[src/hw/rtl/ilha_ram.sv]
// Generic simple dual-port RAM with registered read.
module ilha_ram #(
    parameter int W = 8,
    parameter int D = 16
) (
    input  logic                 i_clk,
    input  logic                 i_we,
    input  logic [$clog2(D)-1:0] i_waddr,
    input  logic [W-1:0]         i_wdata,
    input  logic [$clog2(D)-1:0] i_raddr,
    output logic [W-1:0]         o_rdata
);
    logic [W-1:0] r_mem [D];
    logic [W-1:0] r_rdata;

    always_ff @(posedge i_clk) begin
        if (i_we) begin
            r_mem[i_waddr] <= i_wdata;
        end
        r_rdata <= r_mem[i_raddr];
    end

    assign o_rdata = r_rdata;
endmodule

[config.mk]
export PLATFORM = sky130hd
export DESIGN_NAME = ilha_ram
export DESIGN_NICKNAME = d
export VERILOG_FILES = /design/src/hw/rtl/ilha_ram.sv
export SDC_FILE = /design/constraint.sdc
export NUM_CORES = 1
export LEC_CHECK = 0
export BUFFER_PORTS_ARGS = -buffer_cell sky130_fd_sc_hd__buf_2
export CORE_MARGIN = 4
export CORE_UTILIZATION = 65
export CTS_CLUSTER_DIAMETER = 30
export DETAILED_ROUTE_END_ITERATION = 10
export PLACE_DENSITY_LB_ADDON = 0.08
export SKIP_LAST_GASP = 1
export SLEW_MARGIN = 20
export SYNTH_ARGS = -nofsm -noshare
export SYNTH_HDL_FRONTEND = slang
export SYNTH_SLANG_ARGS = --single-unit
[constraint.sdc]
create_clock -name i_clk -period 4.11 [get_ports i_clk]
set_input_delay 0.2055 -clock i_clk [delete_from_list [all_inputs] [get_ports i_clk]]
set_output_delay 0.2055 -clock i_clk [all_outputs]
set_load 0.03 [all_outputs]
# After elaboration in Yosys (flattened, before gate mapping)
# Memories as Yosys holds them, arrays and structs flattened. A register that Yosys moved wholly into a read port is not among the register bits.
# Index checks and enable logic that the tools add are counted.
[word_totals]
input_bits = 18
ff_bits = 0
mem_count = 1
elab_cells = 3
output_inout_bits = 8
ram_bits = 128
[mem_list]
columns = ["memory", "words", "word_bits", "rd", "rd_ports_with_merged_regs", "wr", "line_no", "rtl"]
rows = [
  ["r_mem", 16, 8, 1, 1, 1, "13", "logic [W-1:0] r_mem [D];"],
]
[op_classes]
muxes = 2
[op_table]
columns = ["op", "count"]
rows = [
  ["two-way mux 1 bit", 2],
]

# Depth between registers and ports, before layout
[depth]
depth_word = 2
mapped_depth = 5
mapped_depth_nobuf = 3

# Worst setup path after synthesis
# No wires, ideal clock.
[synth_timing]
kind = "in2reg"
start = "in i_waddr[2]"
end = "mem r_mem[0][0] (enable)"
n_path_buf = 0
slack_ps = 2412
arrival_time_ps = 1315
setup_ps = 383
required_ps = 3727
stages = 2
cell_sequence = "or3b_2 > nor3_1"
[synth_lines]
columns = ["element", "line_no", "rtl"]
rows = [
  ["start: declaration", "8", "input logic [$clog2(D)-1:0] i_waddr,"],
  ["end: declaration", "13", ""],
]
# Straight into the memory's write port.

# Final worst setup path
[layout_timing]
start = "in i_waddr[2]"
end = "mem r_mem[0][2] (enable)"
# Straight into the memory's write port.

==> results.ini <==
[placement]
gpl.final_weighted_congestion = 0.7241
place.port_buffers = 25
pre_cts_ws_ns = 1.879
place_inst = 349
detailed_place.area_um2 = 5341
place_hpwl_mm = 5.753

[clock_tree]
postCtsSetupRepairBufs = 0
clkSinkCount = 136
cts-buffers-inserted = 17
cts_repair_resize_count = 0
cts_buffer_depth = 2
tritoncts = built
cts_hold_repair.buffers = 0
clkSlewWorstSetupHoldPaths_ns = 0.06
worst_skew_pair.late_latency_ns = 0.50
htreeDepth = 4
clk_root_buffer_cell = sky130_fd_sc_hd__clkbuf_8

[worst_hold_path]
holdCritPathClass = in -> reg

[timing]
fin_hold_ws_ns = 0.08377
final_hold_viol_count = 0
timing.clock.skew_ns = 0.006594
rsz0062_at_grt = no
fmax_mhz = 697.8
setup_violations = 0
relSlewSlack = 0.3291
timing.final.crit_share = 0.3487
fin_tns_setup_ns = 0
final.min_clock_period_ns = 1.433
drv_slew = 0
tightest_slew_ns = 1.003
fin_ws_ns = 2.677

[routing]
drt_iter0_markers = 281
post_drt_via_cell_ratio = 6.353
post_drt_wl_per_cell_um = 26.32
postRouteAntennaNets = 0
total_number_of_vias = 2414
final_wirelength_mm = 10.00
drt-pass1-iter-count = 4
route.detailed.drc = 0

[critical_path]
max_incr_delay_on_cp_ns = 0.70
start_kind = input port
worstPathMaxFanout = 8
timing.critical_path.buf_inv = 1
cp_data_required_time_ns = 4.23
crit_path_top_delay_cell = sky130_fd_sc_hd__nor3_2
worstPathCellList = buf_2 > or3b_2 > nor3_2
critPathTopFamily = simple AND/OR/NAND/NOR gates
crit_path_capture_type = register
critical_path_class = in -> reg
worstPathArrival_ns = 1.56

[synthesis]
yosysSeqAreaShare = 0.7778
synthesis.instances = 229
syn-cell-area_um2 = 5147
synth-edff-count = 128
ys_async_sr_fraction = 0
synth_top_cells_by_area = sky130_fd_sc_hd__edfxtp_1, sky130_fd_sc_hd__mux4_2, sky130_fd_sc_hd__mux4_1, sky130_fd_sc_hd__dfxtp_1, sky130_fd_sc_hd__a22oi_1
syn-mean-instance-area_um2 = 22.48
netlist.area_leader.share = 0.7467
ys_warn_count = 0
post-synth-top-count-cell = sky130_fd_sc_hd__edfxtp_1
synth_nets = 247
flip_flop_cell_with_the_highest_count_after_synthesis = sky130_fd_sc_hd__edfxtp_1
synth.cells.most_frequent = sky130_fd_sc_hd__edfxtp_1, sky130_fd_sc_hd__mux4_2, sky130_fd_sc_hd__a22oi_1
synth-seq-cells = 136
synth_largest_area_cell = sky130_fd_sc_hd__edfxtp_1
yosysUniqueCellTypes = 19

[floorplan]
std_cell_rows = 32
die_wd_um = 96.99
initial_utilization = 0.6661
die_h_um = 96.99
count_of_pins_on_the_block_boundary = 26
design.core.area_um2 = 7727
dieArea_um2 = 9407

[finish]
number_of_nets_in_the_layout = 284
area_growth_pct = 15.51
finalNonFillerCells = 380
fraction_of_layout_cells_with_a_size_suffix_above_1 = 0.2770
n_diodes = 0
postLayoutCoreUtil = 0.7694
post-route-cell-area_um2 = 5946

[grt]
grt_max_degree = 33
gr-usage-all-layers = 0.2334
first_pass_grt_wire_length_mm = 15.55
via_count_of_the_first_global_routing_pass = 2595
grt_remaining_overflow = 0
grt_antenna_before_repair = 1

[flow_run]
max_cap_violations = 0

[power_and_ir_drop]
worst_ir_drop_vdd_mv = 0.3778
pwr_density_cell_nw_per_um2 = 545.8
design_power_mw = 3.245
leakage_nw = 1.988

[run_status]
outcome = finished, final reports clean

-- final cells by class --
cell class                      instances  area, µm²
Tap cell                              102      127.6
Fill cell                             400       1782
Clock inverter                         12      180.2
Timing Repair Buffer                   28      150.1
Clock buffer                           19      421.7
Multi-Input combinational cell         83       1062
Sequential cell                       136       4004
-- path summary, 6_finish.rpt --
path                     startpoint                    end  slack [ns]  cells after the start
min                      i_wdata[0]  r_mem[4][0]$_DFFE_PP_        0.08                      1
max reg2reg  r_mem[10][4]$_DFFE_PP_     o_rdata[4]$_DFF_P_        2.71                      3
min reg2reg  r_mem[15][0]$_DFFE_PP_     o_rdata[0]$_DFF_P_        0.68                      3
max                      i_waddr[2]  r_mem[0][2]$_DFFE_PP_        2.68                      3
-- worst register-to-register path: cells and delay by family, from the launching register on --
family	cells	cell delay, ns
AOI/OAI and AO/OA	1	0.30
DFF	1	0.37
muxes	1	0.50
and+or+nand+nor	1	0.11
-- per-layer routing --
layer / track usage / vias up / wire (µm)
li1: - / 1043 / -
met1: 0.3180 / 1238 / 3992
met2: 0.3657 / 111 / 5012
met3: 0.06921 / 20 / 784
met4: 0.08315 / 2 / 203
met5: 0 / - / 7
-- registers in the layout, indices dropped and copies added, names as in the netlist --
signal   count
o_rdata      8
r_mem      128
-- layout by cell type (no fill, tap or decap) --
cell / instances
sky130_fd_sc_hd__nor2b_1: 1
sky130_fd_sc_hd__nor2_1: 13
sky130_fd_sc_hd__clkinvlp_4: 5
sky130_fd_sc_hd__mux4_1: 14
sky130_fd_sc_hd__buf_4: 4
sky130_fd_sc_hd__clkinv_4: 2
sky130_fd_sc_hd__dfxtp_1: 8
sky130_fd_sc_hd__nand2_1: 9
sky130_fd_sc_hd__or3b_2: 1
sky130_fd_sc_hd__and2b_1: 1
sky130_fd_sc_hd__and2_1: 1
sky130_fd_sc_hd__nor3_1: 3
sky130_fd_sc_hd__bufinv_16: 4
sky130_fd_sc_hd__edfxtp_1: 128
sky130_fd_sc_hd__nor3_2: 1
sky130_fd_sc_hd__nand2b_1: 2
sky130_fd_sc_hd__clkbuf_16: 16
sky130_fd_sc_hd__nand3b_1: 2
sky130_fd_sc_hd__buf_2: 24
sky130_fd_sc_hd__a22oi_1: 16
sky130_fd_sc_hd__nand3_1: 1
sky130_fd_sc_hd__clkinv_2: 1
sky130_fd_sc_hd__clkbuf_8: 1
sky130_fd_sc_hd__clkbuf_1: 2
sky130_fd_sc_hd__mux4_2: 18
-- power by group --
| part | switching [mW] | internal [mW] | total (mW) |
|---|---|---|---|
| clock network | 0.548 | 0.982 | 1.53 |
| registers | 0.0112 | 1.55 | 1.56 |
| logic | 0.0968 | 0.0561 | 0.153 |
-- logic make-up (layout without fill, tap and decap cells) --
logic type,after synthesis,in the layout,share of synthesized area
DFF,136,136,0.7778
and+or+nand+nor,35,35,0.03184
muxes,32,32,0.1502
AOI/OAI and AO/OA,16,16,0.02334
buffers and inverters,10,59,0.01677
No activity file was read; power rests on OpenSTA's default activity.
